[src/design/lrbc_pkg.sv]
`timescale 1ns / 1ps

package lrbc_pkg;

  localparam int TIME_BITS = 48;
  localparam int CFG_W     = 24;
  localparam int CNT_W     = 8;
  localparam int BUDGET_W  = 8;
  localparam int WAIT_W    = 25;
  localparam int RND_W     = 32;
  localparam int CMD_W     = 3;
  localparam int IDX_W     = 2;

  // Division by five through a reciprocal: floor(x / 5) = (x * 0xCCCCCCCD) >> 34
  // holds for every x below 2^32.
  localparam logic [31:0] DIV5_MAGIC = 32'hCCCCCCCD;
  localparam int          DIV5_SHIFT = 34;
  localparam int          PROD_W     = CFG_W + 32;
  localparam int          JIT_W      = CFG_W - 2;   // max / 5 stays below 2^22
  localparam int          SPAN_W     = JIT_W + 1;
  localparam int          MOD_CNT_W  = $clog2(RND_W);

  localparam logic [CMD_W-1:0] CMD_START      = 3'd0;
  localparam logic [CMD_W-1:0] CMD_LINK_UP    = 3'd1;
  localparam logic [CMD_W-1:0] CMD_DISCONNECT = 3'd2;
  localparam logic [CMD_W-1:0] CMD_ADDR_ACQ   = 3'd3;
  localparam logic [CMD_W-1:0] CMD_TICK       = 3'd4;

  localparam logic [IDX_W-1:0] REG_RETRY_BASE  = 2'd0;
  localparam logic [IDX_W-1:0] REG_RETRY_MAX   = 2'd1;
  localparam logic [IDX_W-1:0] REG_CONN_TMO    = 2'd2;
  localparam logic [IDX_W-1:0] REG_RETRY_BUDGET = 2'd3;

  localparam logic [CFG_W-1:0]    RST_RETRY_BASE   = 24'd1000;
  localparam logic [CFG_W-1:0]    RST_RETRY_MAX    = 24'd60000;
  localparam logic [CFG_W-1:0]    RST_CONN_TMO     = 24'd15000;
  localparam logic [BUDGET_W-1:0] RST_RETRY_BUDGET = 8'd10;

  typedef enum logic [3:0] {
    ST_IDLE,
    ST_EVAL,
    ST_DBL,
    ST_MUL,
    ST_SPAN,
    ST_MOD,
    ST_WAIT,
    ST_SET,
    ST_DONE
  } state_t;

  typedef struct packed {
    logic load;
    logic eval;
    logic dbl;
    logic mul;
    logic span;
    logic mod_step;
    logic wait_sum;
    logic set_time;
    logic emit;
  } ctl_t;

  typedef struct packed {
    logic need_wait;
    logic dbl_done;
    logic mod_done;
  } sts_t;

endpackage

[src/design/lrbc_if.sv]
`timescale 1ns / 1ps

interface lrbc_evt_if;
  logic                          valid;
  logic                          ready;
  logic [lrbc_pkg::CMD_W-1:0]     cmd;
  logic [lrbc_pkg::TIME_BITS-1:0] now_ms;
  logic                          connect_ok;
  logic [lrbc_pkg::RND_W-1:0]     random_word;

  modport source(output valid, cmd, now_ms, connect_ok, random_word, input ready);
  modport sink(input valid, cmd, now_ms, connect_ok, random_word, output ready);
endinterface

interface lrbc_res_if;
  logic                        valid;
  logic                        ready;
  logic                        issue_connect;
  logic                        issue_disconnect;
  logic                        connected;
  logic                        bootstrap_failed;
  logic [lrbc_pkg::CNT_W-1:0]  retry_total;
  logic [lrbc_pkg::WAIT_W-1:0] scheduled_wait_ms;

  modport source(output valid, issue_connect, issue_disconnect, connected,
                 bootstrap_failed, retry_total, scheduled_wait_ms, input ready);
  modport sink(input valid, issue_connect, issue_disconnect, connected,
               bootstrap_failed, retry_total, scheduled_wait_ms, output ready);
endinterface

[src/design/link_reconnect_backoff_controller.sv]
`timescale 1ns / 1ps

// Reconnect controller with exponential backoff and jitter.
// Events enter on the evt channel (start, link up, disconnected, address acquired,
// tick with the current millisecond time) and each produces exactly one status
// transaction on the res channel. Registers are written through cfg_we, cfg_index
// and cfg_data; the user must write them only while no event is in flight, since
// the block itself does not enforce this. One event is processed at a time. An
// event that schedules no retry passes through EVAL and DONE; an event that
// schedules a retry also passes through DBL (at most 24 doublings of the base
// wait), MUL, SPAN, the 32-step remainder loop that draws the jitter, WAIT and SET.
// Reset clears all link state and loads the default register values; evt.ready
// is high in the first cycle after reset.
// The finished status sits in an output register. While the receiver stalls, the
// next event is still accepted and processed, and its result is held until the
// output register is taken.
module link_reconnect_backoff_controller (
  input  logic                       clk,
  input  logic                       rst,
  input  logic                       cfg_we,
  input  logic [lrbc_pkg::IDX_W-1:0] cfg_index,
  input  logic [lrbc_pkg::CFG_W-1:0] cfg_data,
  lrbc_evt_if.sink                   evt,
  lrbc_res_if.source                 res
);

  lrbc_pkg::ctl_t ctl;
  lrbc_pkg::sts_t sts;

  lrbc_ctrl u_ctrl (
    .clk       (clk),
    .rst       (rst),
    .evt_valid (evt.valid),
    .evt_ready (evt.ready),
    .res_valid (res.valid),
    .res_ready (res.ready),
    .sts       (sts),
    .ctl       (ctl)
  );

  lrbc_datapath u_dp (
    .clk               (clk),
    .rst               (rst),
    .cfg_we            (cfg_we),
    .cfg_index         (cfg_index),
    .cfg_data          (cfg_data),
    .evt_cmd           (evt.cmd),
    .evt_now_ms        (evt.now_ms),
    .evt_connect_ok    (evt.connect_ok),
    .evt_random_word   (evt.random_word),
    .ctl               (ctl),
    .sts               (sts),
    .issue_connect     (res.issue_connect),
    .issue_disconnect  (res.issue_disconnect),
    .connected         (res.connected),
    .bootstrap_failed  (res.bootstrap_failed),
    .retry_total       (res.retry_total),
    .scheduled_wait_ms (res.scheduled_wait_ms)
  );

endmodule

[src/design/lrbc_ctrl.sv]
`timescale 1ns / 1ps

module lrbc_ctrl (
  input  logic           clk,
  input  logic           rst,
  input  logic           evt_valid,
  output logic           evt_ready,
  output logic           res_valid,
  input  logic           res_ready,
  input  lrbc_pkg::sts_t sts,
  output lrbc_pkg::ctl_t ctl
);

  lrbc_pkg::state_t state, state_next;
  logic             out_free;

  assign out_free  = !res_valid || res_ready;
  assign evt_ready = (state == lrbc_pkg::ST_IDLE);

  always_ff @(posedge clk) begin
    if (rst) begin
      state     <= lrbc_pkg::ST_IDLE;
      res_valid <= 1'b0;
    end else begin
      state <= state_next;
      if (ctl.emit) begin
        res_valid <= 1'b1;
      end else if (res_ready) begin
        res_valid <= 1'b0;
      end
    end
  end

  always_comb begin
    state_next = state;
    ctl        = '0;
    unique case (state)
      lrbc_pkg::ST_IDLE: begin
        if (evt_valid) begin
          ctl.load   = 1'b1;
          state_next = lrbc_pkg::ST_EVAL;
        end
      end
      lrbc_pkg::ST_EVAL: begin
        ctl.eval   = 1'b1;
        state_next = sts.need_wait ? lrbc_pkg::ST_DBL : lrbc_pkg::ST_DONE;
      end
      lrbc_pkg::ST_DBL: begin
        ctl.dbl = 1'b1;
        if (sts.dbl_done) begin
          state_next = lrbc_pkg::ST_MUL;
        end
      end
      lrbc_pkg::ST_MUL: begin
        ctl.mul    = 1'b1;
        state_next = lrbc_pkg::ST_SPAN;
      end
      lrbc_pkg::ST_SPAN: begin
        ctl.span   = 1'b1;
        state_next = lrbc_pkg::ST_MOD;
      end
      lrbc_pkg::ST_MOD: begin
        ctl.mod_step = 1'b1;
        if (sts.mod_done) begin
          state_next = lrbc_pkg::ST_WAIT;
        end
      end
      lrbc_pkg::ST_WAIT: begin
        ctl.wait_sum = 1'b1;
        state_next   = lrbc_pkg::ST_SET;
      end
      lrbc_pkg::ST_SET: begin
        ctl.set_time = 1'b1;
        state_next   = lrbc_pkg::ST_DONE;
      end
      lrbc_pkg::ST_DONE: begin
        if (out_free) begin
          ctl.emit   = 1'b1;
          state_next = lrbc_pkg::ST_IDLE;
        end
      end
      default: begin
        state_next = lrbc_pkg::ST_IDLE;
      end
    endcase
  end

endmodule

[src/design/lrbc_datapath.sv]
`timescale 1ns / 1ps

module lrbc_datapath (
  input  logic                           clk,
  input  logic                           rst,
  input  logic                           cfg_we,
  input  logic [lrbc_pkg::IDX_W-1:0]     cfg_index,
  input  logic [lrbc_pkg::CFG_W-1:0]     cfg_data,
  input  logic [lrbc_pkg::CMD_W-1:0]     evt_cmd,
  input  logic [lrbc_pkg::TIME_BITS-1:0] evt_now_ms,
  input  logic                           evt_connect_ok,
  input  logic [lrbc_pkg::RND_W-1:0]     evt_random_word,
  input  lrbc_pkg::ctl_t                 ctl,
  output lrbc_pkg::sts_t                 sts,
  output logic                           issue_connect,
  output logic                           issue_disconnect,
  output logic                           connected,
  output logic                           bootstrap_failed,
  output logic [lrbc_pkg::CNT_W-1:0]     retry_total,
  output logic [lrbc_pkg::WAIT_W-1:0]    scheduled_wait_ms
);

  // Configuration
  logic [lrbc_pkg::CFG_W-1:0]    retry_base;
  logic [lrbc_pkg::CFG_W-1:0]    retry_max;
  logic [lrbc_pkg::CFG_W-1:0]    conn_tmo;
  logic [lrbc_pkg::BUDGET_W-1:0] retry_budget;

  // Captured event
  logic [lrbc_pkg::CMD_W-1:0]     cmd_q;
  logic [lrbc_pkg::TIME_BITS-1:0] now_q;
  logic                           ok_q;
  logic [lrbc_pkg::RND_W-1:0]     rnd_q;

  // Link state
  logic                           started;
  logic                           scheduled;
  logic                           in_progress;
  logic                           failed;
  logic                           link_up;
  logic [lrbc_pkg::CNT_W-1:0]     retry_cnt;
  logic [lrbc_pkg::TIME_BITS-1:0] next_retry_at;
  logic [lrbc_pkg::TIME_BITS-1:0] attempt_at;

  // Per-transaction result and backoff working registers
  logic                            ic_q;
  logic                            idc_q;
  logic [lrbc_pkg::WAIT_W-1:0]     wait_q;
  logic [lrbc_pkg::WAIT_W-1:0]     backoff;
  logic [lrbc_pkg::CNT_W-1:0]      dbl_idx;
  logic [lrbc_pkg::CNT_W-1:0]      dbl_limit;
  logic [lrbc_pkg::PROD_W-1:0]     prod;
  logic [lrbc_pkg::JIT_W-1:0]      jitter;
  logic [lrbc_pkg::SPAN_W-1:0]     rem;
  logic [lrbc_pkg::RND_W-1:0]      quo;
  logic [lrbc_pkg::MOD_CNT_W-1:0]  mod_cnt;

  logic                           active;
  logic                           timed_out;
  logic                           due;
  logic                           tick_connect;
  logic                           tick_timeout;
  logic                           sched;
  logic                           spent;
  logic [lrbc_pkg::CNT_W-1:0]     cnt_bumped;
  logic [lrbc_pkg::CNT_W-1:0]     cnt_new;
  logic [lrbc_pkg::TIME_BITS-1:0] elapsed;
  logic                           dbl_go;
  logic [lrbc_pkg::WAIT_W-1:0]    max_ext;
  logic [lrbc_pkg::SPAN_W-1:0]    span;
  logic [lrbc_pkg::SPAN_W:0]      trial;
  logic                           trial_ge;

  always_comb begin
    active       = started && !failed && !link_up;
    elapsed      = now_q - attempt_at;
    timed_out    = elapsed >= lrbc_pkg::TIME_BITS'(conn_tmo);
    due          = now_q >= next_retry_at;
    tick_timeout = (cmd_q == lrbc_pkg::CMD_TICK) && active && in_progress && timed_out;
    tick_connect = (cmd_q == lrbc_pkg::CMD_TICK) && active && !in_progress &&
                   scheduled && due;
    cnt_bumped   = (retry_cnt == '1) ? retry_cnt : retry_cnt + 1'b1;
    if ((cmd_q == lrbc_pkg::CMD_LINK_UP) || (cmd_q == lrbc_pkg::CMD_ADDR_ACQ)) begin
      cnt_new = '0;
    end else if (tick_connect) begin
      cnt_new = cnt_bumped;
    end else begin
      cnt_new = retry_cnt;
    end
    sched = (cmd_q == lrbc_pkg::CMD_DISCONNECT) || tick_timeout || (tick_connect && !ok_q);
    spent = cnt_new >= retry_budget;
    sts.need_wait = sched && !spent;

    // A zero wait never grows, so doubling stops there.
    max_ext      = lrbc_pkg::WAIT_W'(retry_max);
    dbl_go       = (dbl_idx < dbl_limit) && (backoff < max_ext) && (backoff != '0);
    sts.dbl_done = !dbl_go;

    span         = {jitter, 1'b1};
    trial        = {rem, quo[lrbc_pkg::RND_W-1]};
    trial_ge     = trial >= {1'b0, span};
    sts.mod_done = mod_cnt == lrbc_pkg::MOD_CNT_W'(lrbc_pkg::RND_W - 1);
  end

  always_ff @(posedge clk) begin
    if (rst) begin
      retry_base   <= lrbc_pkg::RST_RETRY_BASE;
      retry_max    <= lrbc_pkg::RST_RETRY_MAX;
      conn_tmo     <= lrbc_pkg::RST_CONN_TMO;
      retry_budget <= lrbc_pkg::RST_RETRY_BUDGET;
    end else if (cfg_we) begin
      unique case (cfg_index)
        lrbc_pkg::REG_RETRY_BASE:   retry_base   <= cfg_data;
        lrbc_pkg::REG_RETRY_MAX:    retry_max    <= cfg_data;
        lrbc_pkg::REG_CONN_TMO:     conn_tmo     <= cfg_data;
        lrbc_pkg::REG_RETRY_BUDGET: retry_budget <= cfg_data[lrbc_pkg::BUDGET_W-1:0];
        default: ;
      endcase
    end
  end

  always_ff @(posedge clk) begin
    if (rst) begin
      started       <= 1'b0;
      scheduled     <= 1'b0;
      in_progress   <= 1'b0;
      failed        <= 1'b0;
      link_up       <= 1'b0;
      retry_cnt     <= '0;
      next_retry_at <= '0;
      attempt_at    <= '0;
    end else if (ctl.eval) begin
      case (cmd_q)
        lrbc_pkg::CMD_START: begin
          started <= 1'b1;
          failed  <= 1'b0;
        end
        lrbc_pkg::CMD_LINK_UP: begin
          next_retry_at <= '0;
          scheduled     <= 1'b1;
          in_progress   <= 1'b0;
          failed        <= 1'b0;
        end
        lrbc_pkg::CMD_DISCONNECT: begin
          link_up <= 1'b0;
        end
        lrbc_pkg::CMD_ADDR_ACQ: begin
          scheduled   <= 1'b0;
          in_progress <= 1'b0;
          link_up     <= 1'b1;
        end
        lrbc_pkg::CMD_TICK: begin
          if (tick_connect && ok_q) begin
            scheduled   <= 1'b0;
            in_progress <= 1'b1;
            attempt_at  <= now_q;
          end
        end
        default: ;
      endcase
      retry_cnt <= cnt_new;
      // A retry either fails the bootstrap or arms the schedule; the time is set later.
      if (sched) begin
        in_progress <= 1'b0;
        scheduled   <= !spent;
        if (spent) begin
          failed <= 1'b1;
        end
      end
    end else if (ctl.set_time) begin
      next_retry_at <= now_q + lrbc_pkg::TIME_BITS'(wait_q);
    end
  end

  always_ff @(posedge clk) begin
    if (ctl.load) begin
      cmd_q <= evt_cmd;
      now_q <= evt_now_ms;
      ok_q  <= evt_connect_ok;
      rnd_q <= evt_random_word;
    end
    if (ctl.eval) begin
      ic_q      <= tick_connect;
      idc_q     <= tick_timeout;
      wait_q    <= '0;
      backoff   <= lrbc_pkg::WAIT_W'(retry_base);
      dbl_idx   <= '0;
      dbl_limit <= cnt_new;
    end
    if (ctl.dbl) begin
      if (dbl_go) begin
        backoff <= {backoff[lrbc_pkg::WAIT_W-2:0], 1'b0};
        dbl_idx <= dbl_idx + 1'b1;
      end else if (backoff > max_ext) begin
        backoff <= max_ext;
      end
    end
    if (ctl.mul) begin
      prod <= backoff[lrbc_pkg::CFG_W-1:0] * lrbc_pkg::DIV5_MAGIC;
    end
    if (ctl.span) begin
      jitter  <= prod[lrbc_pkg::PROD_W-1:lrbc_pkg::DIV5_SHIFT];
      rem     <= '0;
      quo     <= rnd_q;
      mod_cnt <= '0;
    end
    if (ctl.mod_step) begin
      rem     <= trial_ge ? lrbc_pkg::SPAN_W'(trial - {1'b0, span})
                          : trial[lrbc_pkg::SPAN_W-1:0];
      quo     <= {quo[lrbc_pkg::RND_W-2:0], 1'b0};
      mod_cnt <= mod_cnt + 1'b1;
    end
    if (ctl.wait_sum) begin
      wait_q <= backoff - lrbc_pkg::WAIT_W'(jitter) + lrbc_pkg::WAIT_W'(rem);
    end
    if (ctl.emit) begin
      issue_connect     <= ic_q;
      issue_disconnect  <= idc_q;
      connected         <= link_up;
      bootstrap_failed  <= failed;
      retry_total       <= retry_cnt;
      scheduled_wait_ms <= wait_q;
    end
  end

endmodule

[src/flat_wrapper.sv]
// flat-port wrapper written by rule: the top's interface ports become plain ports
module link_reconnect_backoff_controller_flat 
  (clk, rst, cfg_we, cfg_index, cfg_data, evt_valid, evt_cmd, evt_now_ms, evt_connect_ok, evt_random_word, evt_ready, res_valid, res_issue_connect, res_issue_disconnect, res_connected, res_bootstrap_failed, res_retry_total, res_scheduled_wait_ms, res_ready);
  lrbc_evt_if evt_i ();
  lrbc_res_if res_i ();
  input  logic clk;
  input  logic rst;
  input  logic cfg_we;
  input  logic [lrbc_pkg::IDX_W-1:0] cfg_index;
  input  logic [lrbc_pkg::CFG_W-1:0] cfg_data;
  input wire logic [$bits(evt_i.valid)-1:0] evt_valid;
  input wire logic [$bits(evt_i.cmd)-1:0] evt_cmd;
  input wire logic [$bits(evt_i.now_ms)-1:0] evt_now_ms;
  input wire logic [$bits(evt_i.connect_ok)-1:0] evt_connect_ok;
  input wire logic [$bits(evt_i.random_word)-1:0] evt_random_word;
  output wire logic [$bits(evt_i.ready)-1:0] evt_ready;
  output wire logic [$bits(res_i.valid)-1:0] res_valid;
  output wire logic [$bits(res_i.issue_connect)-1:0] res_issue_connect;
  output wire logic [$bits(res_i.issue_disconnect)-1:0] res_issue_disconnect;
  output wire logic [$bits(res_i.connected)-1:0] res_connected;
  output wire logic [$bits(res_i.bootstrap_failed)-1:0] res_bootstrap_failed;
  output wire logic [$bits(res_i.retry_total)-1:0] res_retry_total;
  output wire logic [$bits(res_i.scheduled_wait_ms)-1:0] res_scheduled_wait_ms;
  input wire logic [$bits(res_i.ready)-1:0] res_ready;
  assign evt_i.valid = evt_valid;
  assign evt_i.cmd = evt_cmd;
  assign evt_i.now_ms = evt_now_ms;
  assign evt_i.connect_ok = evt_connect_ok;
  assign evt_i.random_word = evt_random_word;
  assign evt_ready = evt_i.ready;
  assign res_valid = res_i.valid;
  assign res_issue_connect = res_i.issue_connect;
  assign res_issue_disconnect = res_i.issue_disconnect;
  assign res_connected = res_i.connected;
  assign res_bootstrap_failed = res_i.bootstrap_failed;
  assign res_retry_total = res_i.retry_total;
  assign res_scheduled_wait_ms = res_i.scheduled_wait_ms;
  assign res_i.ready = res_ready;
  link_reconnect_backoff_controller u_core (.clk(clk), .rst(rst), .cfg_we(cfg_we), .cfg_index(cfg_index), .cfg_data(cfg_data), .evt(evt_i), .res(res_i));
endmodule
[config.mk]
export PLATFORM = sky130hd
export DESIGN_NAME = link_reconnect_backoff_controller_flat
export DESIGN_NICKNAME = d
export VERILOG_FILES = /design/src/design/lrbc_pkg.sv /design/src/design/lrbc_if.sv /design/src/design/link_reconnect_backoff_controller.sv /design/src/design/lrbc_ctrl.sv /design/src/design/lrbc_datapath.sv /design/src/flat_wrapper.sv
export SDC_FILE = /design/constraint.sdc
export NUM_CORES = 2
export LEC_CHECK = 0
export BUFFER_PORTS_ARGS = -buffer_cell sky130_fd_sc_hd__buf_2
export CAP_MARGIN = 0
export CORE_ASPECT_RATIO = 1.5
export CORE_MARGIN = 3
export CORE_UTILIZATION = 55
export DETAILED_ROUTE_END_ITERATION = 16
export GPL_ROUTABILITY_DRIVEN = 0
export PLACE_DENSITY = 0.78
export SLEW_MARGIN = 20
export SYNTH_ARGS = -nofsm -noshare
export SYNTH_HDL_FRONTEND = slang
export SYNTH_HIERARCHICAL = 1
export SYNTH_SLANG_ARGS = --single-unit
[constraint.sdc]
create_clock -name clk -period 7.23 [get_ports clk]
set_input_delay 1.446 -clock clk [delete_from_list [all_inputs] [get_ports clk]]
set_output_delay 1.446 -clock clk [all_outputs]
set_load 0.05 [all_outputs]
# Yosys cells after proc, flatten, opt, wreduce, memory -nomap -nowiden
# Cells that the tools add are included.
op_classes:
  add_sub_neg: 8
  mul: 1
  magnitude_cmp: 7
  n_eq_ne: 23
  muxes: 51
  n_reduce_logical: 47
op_table:
  columns: ["operator", "n"]
  rows:
  - ["$mux 25", 6]
  - ["$mux 48", 3]
  - ["$mux 23", 3]
  - ["$mux 32", 2]
  - ["$mul 24x32->56 const B", 1]
  - ["$add 48x25->48", 1]
  - ["$ge 48x24->1", 1]
  - ["$ge 48x48->1", 1]
  - ["$mux 8", 6]
  - ["$sub 48x48->48", 1]
  - ["$pmux 4 s9", 1]
  - ["$add 25x23->25", 1]
  - ["$gt 25x24->1", 1]
  - ["$lt 25x24->1", 1]
  - ["$reduce_bool 25->1", 1]
  - ["$sub 25x22->25", 1]
  - ["$ge 24x23->1", 1]
  - ["$sub 23x23->23", 1]
  - ["$mux 1", 20]
  - ["$mux 4", 5]
  - ["$add 8x1->8 const B", 2]
  - ["$eq 4x3->1 const B", 4]
  - ["$reduce_and 2->1", 7]
  - ["$logic_and 1x1->1", 13]
  - ["30 further kinds", 53]
totals:
  regBits: 521
  in_bits: 115
  out_inout_bits: 39

# Depth between registers and ports, before layout
logic_depth:
  word_depth: 14
  depth_mapped: 29
  mapped_depth_nobuf: 29

# Hierarchy
# The synthesis kept the hierarchy.
by_module_without_submodules:
  columns: ["module", "n_inst", "cells_each", "area_per_inst_um2"]
  rows:
  - ["lrbc_datapath", 1, 3775, 36002.0]
  - ["lrbc_ctrl", 1, 50, 382.9]

# Least setup slack after synthesis
# OpenSTA, ideal clock, no wires.
synth_timing:
  path_kind: "flip-flop to flip-flop"
  start: "register u_core/u_dp/backoff[4] (netlist name)"
  end: "register u_core/u_dp/prod[49] (netlist name), data pin"
  setup_time_ns: 0.258
  arrival_ns: 6.883
  required_ns: 6.972
  slack_ns: 0.089
  path_stages_with_launch: 27
  path_buffers: 0
  path_cell_list: "dfxtp_1 > inv_1 > ha_1 > inv_1 > fa_1 > fa_1 > inv_1 > fa_1 > inv_1 > fa_1 > inv_1 > fa_1 > fa_1 > ha_1 > nand4_1 > nor2_1 > nand3_1 > nor3_1 > o31ai_1 > or2_2 > a311oi_1 > and4_1 > nor2_1 > nor3b_1 > o21a_1 > nor2_1 > xnor2_1"
synth_via:
  elab_chain_cells: 1
synth_lines:
  columns: ["element", "line", "rtl"]
  rows:
  - ["from (decl)", "lrbc_datapath.sv:49", "logic [lrbc_pkg::WAIT_W-1:0] backoff;"]
  - ["from (signal assigned)", "lrbc_datapath.sv:186", "backoff <= lrbc_pkg::WAIT_W'(retry_base);"]
  - ["from (signal assigned)", "lrbc_datapath.sv:192", "backoff <= {backoff[lrbc_pkg::WAIT_W-2:0], 1'b0};"]
  - ["from (signal assigned)", "lrbc_datapath.sv:195", "backoff <= max_ext;"]
  - ["$mul 24x32->56", "lrbc_datapath.sv:199", "prod <= backoff[lrbc_pkg::CFG_W-1:0] * lrbc_pkg::DIV5_MAGIC;"]
  - ["to (signal assigned)", "lrbc_datapath.sv:199", null]
  - ["to (decl)", "lrbc_datapath.sv:52", "logic [lrbc_pkg::PROD_W-1:0] prod;"]
# No other way between the ends.
# A chain may end at the register's enable or synchronous reset.

# Worst setup path in the final report
layout_timing:
  start: "register u_core/u_dp/backoff[10] (netlist name)"
  end: "register u_core/u_dp/prod[49] (netlist name), data pin"
# The elaborated chain is that of the path after synthesis.

==> metrics.txt <==
Slew HR=0.305; count of unique library cells instantiated by Yosys=92; worst setup path class=reg2reg; Starting Density=0.559; pin count of the biggest net entering global routing=92; number of instances in the synthesized netlist=3825; number of placement rows=114; total clock sinks=487; M1 wire length=34.9 mm; Critical Path End Type=flip-flop; Root Buffer Master=sky130_fd_sc_hd__clkbuf_16; share of flip-flops with an asynchronous set or reset=0; max incr delay on CP=0.53 ns; status=completed; mapped cell area=36400 sq um; final-report setup violation count=0; critical path launch point=u_core/u_dp/backoff[10]; Chip Width=216 um; worst r2r dst=u_core/u_dp/prod[49]; Detail Route Antenna Nets=0; Area growth, synth to finish=12.5%; number of top-level pins=154; CTS clock-pin slew for the worst setup and hold paths=0.06 ns; layout cells sized above 1=0.121; Final nets=4827; Post-Syn Nets=4598; share of Yosys cell area claimed by the top area cell type=0.214; HPWL after detailed placement=75.7 mm; type of the most critical hold path=reg2reg; Data arrival, critical path=7.46 ns; standard cell core area=65000 sq um; fin crit period=7.11 ns; max layer used=met4; WL met3=4.22 mm; met2 wire length=49.3 mm; highest attainable clock frequency=0.141 GHz; number of maximum-capacitance constraint violations=0; Seq cells post-synth=487; count of pins over their slew limit=0; required arrival time at the worst endpoint=7.59 ns; worst setup path end=u_core/u_dp/prod[49]; initial DRC count=1989; first-pass GRT wire length=150 mm; CTS H-tree depth=2; worst slack on hold paths=0.418 ns; routed wire length=97.4 mm; total of warnings raised by yosys=6; flop-to-flop setup slack=0.12 ns; critical path fanouts, max=4; total iterations of the first detailed-routing run=9; main flop type after synthesis=sky130_fd_sc_hd__edfxtp_1; Die Y=321 um; share of the clock period used by the worst path after layout=0.983; mean post-synth cell area=9.51 sq um; largest area contributor in the synthesized netlist=sky130_fd_sc_hd__edfxtp_1; vias in the first global route=28900; GR Util All Layers=0.274; Bufs on Longest Clock Path=3; Worst Setup Slack post-DPL=-0.282 ns; slack of the critical path=0.124 ns; number of buffers created by CTS=48; Worst Max-Slew Pin Slew=1.04 ns; die area=69300 sq um; Post-CTS Hold Buffers=0; drt drc=0; CP most frequent cell=sky130_fd_sc_hd__fa_1; number of I/O port buffers=153; clock tree from TritonCTS=built; detail-routed via count per cell=5.77; dominant cells by area after synthesis=sky130_fd_sc_hd__edfxtp_1 (21%), sky130_fd_sc_hd__ha_1 (16%), sky130_fd_sc_hd__dfxtp_1 (13%); total number of vias=28700; startpoint of the most critical register-to-register path=u_core/u_dp/backoff[10]; antenna violations before repair=7; final global-route overflow total=0; sort of element at the start of the critical path=flip-flop; average wire per cell in the routed design=19.6 um; Final Hold Viols=0; Clock Latency Late Sink=0.63 ns; largest clock skew in the final design=0.0339 ns; fraction of the yosys area taken by sequential cells=0.339; slowest CP cell=sky130_fd_sc_hd__fa_1; number of synthesized flops with an enable pin=259; R2R depth=28
[sequential cells by signal, summed over array words and instances (netlist names), 23 cells and up]
register,count
u_core/u_dp/wait_q,25
u_core/u_dp/scheduled_wait_ms,25
u_core/u_dp/now_q,48
u_core/u_dp/attempt_at,48
u_core/u_dp/retry_base,24
u_core/u_dp/backoff,25
u_core/u_dp/conn_tmo,24
u_core/u_dp/retry_max,24
u_core/u_dp/next_retry_at,48
u_core/u_dp/rem,23
u_core/u_dp/rnd_q,32
u_core/u_dp/quo,32
[cell families (layout without fill, tap and decap cells)]
group	count (synthesis)	count (layout)	share of synthesized area
adders and majority gates	658	658	0.267
other	0	5	0
muxes	46	46	0.0128
buffers and inverters	740	1009	0.0792
AOI/OAI and AO/OA	826	826	0.148
and+or+nand+nor	931	931	0.121
DFF	487	487	0.339
xor gates and xnor gates	137	137	0.0330
[worst min-delay path by stage]
stage	slack, ns	cells past startpoint	startpoint	to
2_1_floorplan	0.40	0	u_core/u_dp/ic_q	u_core/u_dp/issue_connect
3_3_place_gp	0.40	0	u_core/u_dp/prod[47]	u_core/u_dp/jitter[13]
3_5_place_dp	0.40	0	u_core/u_dp/prod[42]	u_core/u_dp/jitter[8]
4_1_cts	0.42	0	u_core/u_dp/prod[53]	u_core/u_dp/jitter[19]
5_1_grt	0.42	0	u_core/u_dp/prod[51]	u_core/u_dp/jitter[17]
6_report	0.42	0	u_core/u_dp/prod[42]	u_core/u_dp/jitter[8]
[critical path: cells and delay by family (launching register included)]
| kind | cells | cell delay [ns] |
|---|---|---|
| simple gates | 9 | 1.46 |
| fa+ha+maj | 8 | 3.61 |
| compound gates | 3 | 0.57 |
| buf+inv | 7 | 0.77 |
| xor+xnor | 1 | 0.12 |
| flops | 1 | 0.34 |
[final cells by class]
type | count | area (sq um)
clock inverter | 28 | 382
inverter | 619 | 2320
multi-input combinational | 2598 | 21600
clock buffer | 62 | 1330
timing repair buffer | 300 | 1890
sequential | 487 | 12300
tap | 870 | 1090
antenna | 5 | 12.5
fill | 5303 | 24100
[layer usage]
metal,vias to the layer above,global-route usage
met3,381,0.0326
met5,-,0
met4,0,0.210
met1,13800,0.287
met2,948,0.499
li1,13600,-
[cell usage in the layout (no fill, tap or decap), types with 97 or more instances in the layout]
cell type,instances
sky130_fd_sc_hd__inv_1,606
sky130_fd_sc_hd__a21oi_1,275
sky130_fd_sc_hd__o21ai_0,127
sky130_fd_sc_hd__nand2_1,362
sky130_fd_sc_hd__buf_2,152
sky130_fd_sc_hd__buf_4,144
sky130_fd_sc_hd__fa_1,185
sky130_fd_sc_hd__a21o_1,97
sky130_fd_sc_hd__dfxtp_1,222
sky130_fd_sc_hd__nor2_1,215
sky130_fd_sc_hd__ha_1,438
sky130_fd_sc_hd__edfxtp_1,259
[cells in the mapped netlist (all sizes together), types with 11 or more instances]
library cell  count
nor3             46
nand3            32
dfxtp           228
xnor2            92
nor2b            31
or2              14
a211o            16
a21oi           276
o21bai           28
fa              199
or3              19
a22o             31
a22oi            42
a31oi            19
inv             618
nand2           362
a211oi           21
o2111ai          11
edfxtp          259
a21o             98
clkbuf           98
o21ai           130
o211ai           16
nand4            47
and3             32
mux2i            41
nand2b           29
o31ai            11
ha              459
o21a             26
nor2            220
buf              23
and2             30
nand3b           19
o22ai            26
xor2             45
[stage by stage]
| step | area [sq um] | util | std cells | setup TNS (ns) |
|---|---|---|---|---|
| after detailed placement | 38800 | 0.596 | 4867 | -1.28 |
| after floorplan | 36400 | - | 3825 | 0 |
| after global placement | 38800 | 0.596 | 4867 | -0.306 |
| after CTS | 40500 | 0.623 | 4957 | 0 |
| final | 40900 | 0.629 | 4969 | 0 |
| after global routing | 40900 | 0.629 | 4969 | -0.213 |
[what timing repair did]
action / in CTS / in global routing
gates cloned: 0 / 0
setup endpoints to repair: 9 / 11
pin swaps: 8 / 65
setup buffers: 0 / 7
gates resized for setup: 10 / 66
Power is left out: the tool's default activity adds up to more than one toggle a clock period on the data nets, which glitch-free logic cannot reach.
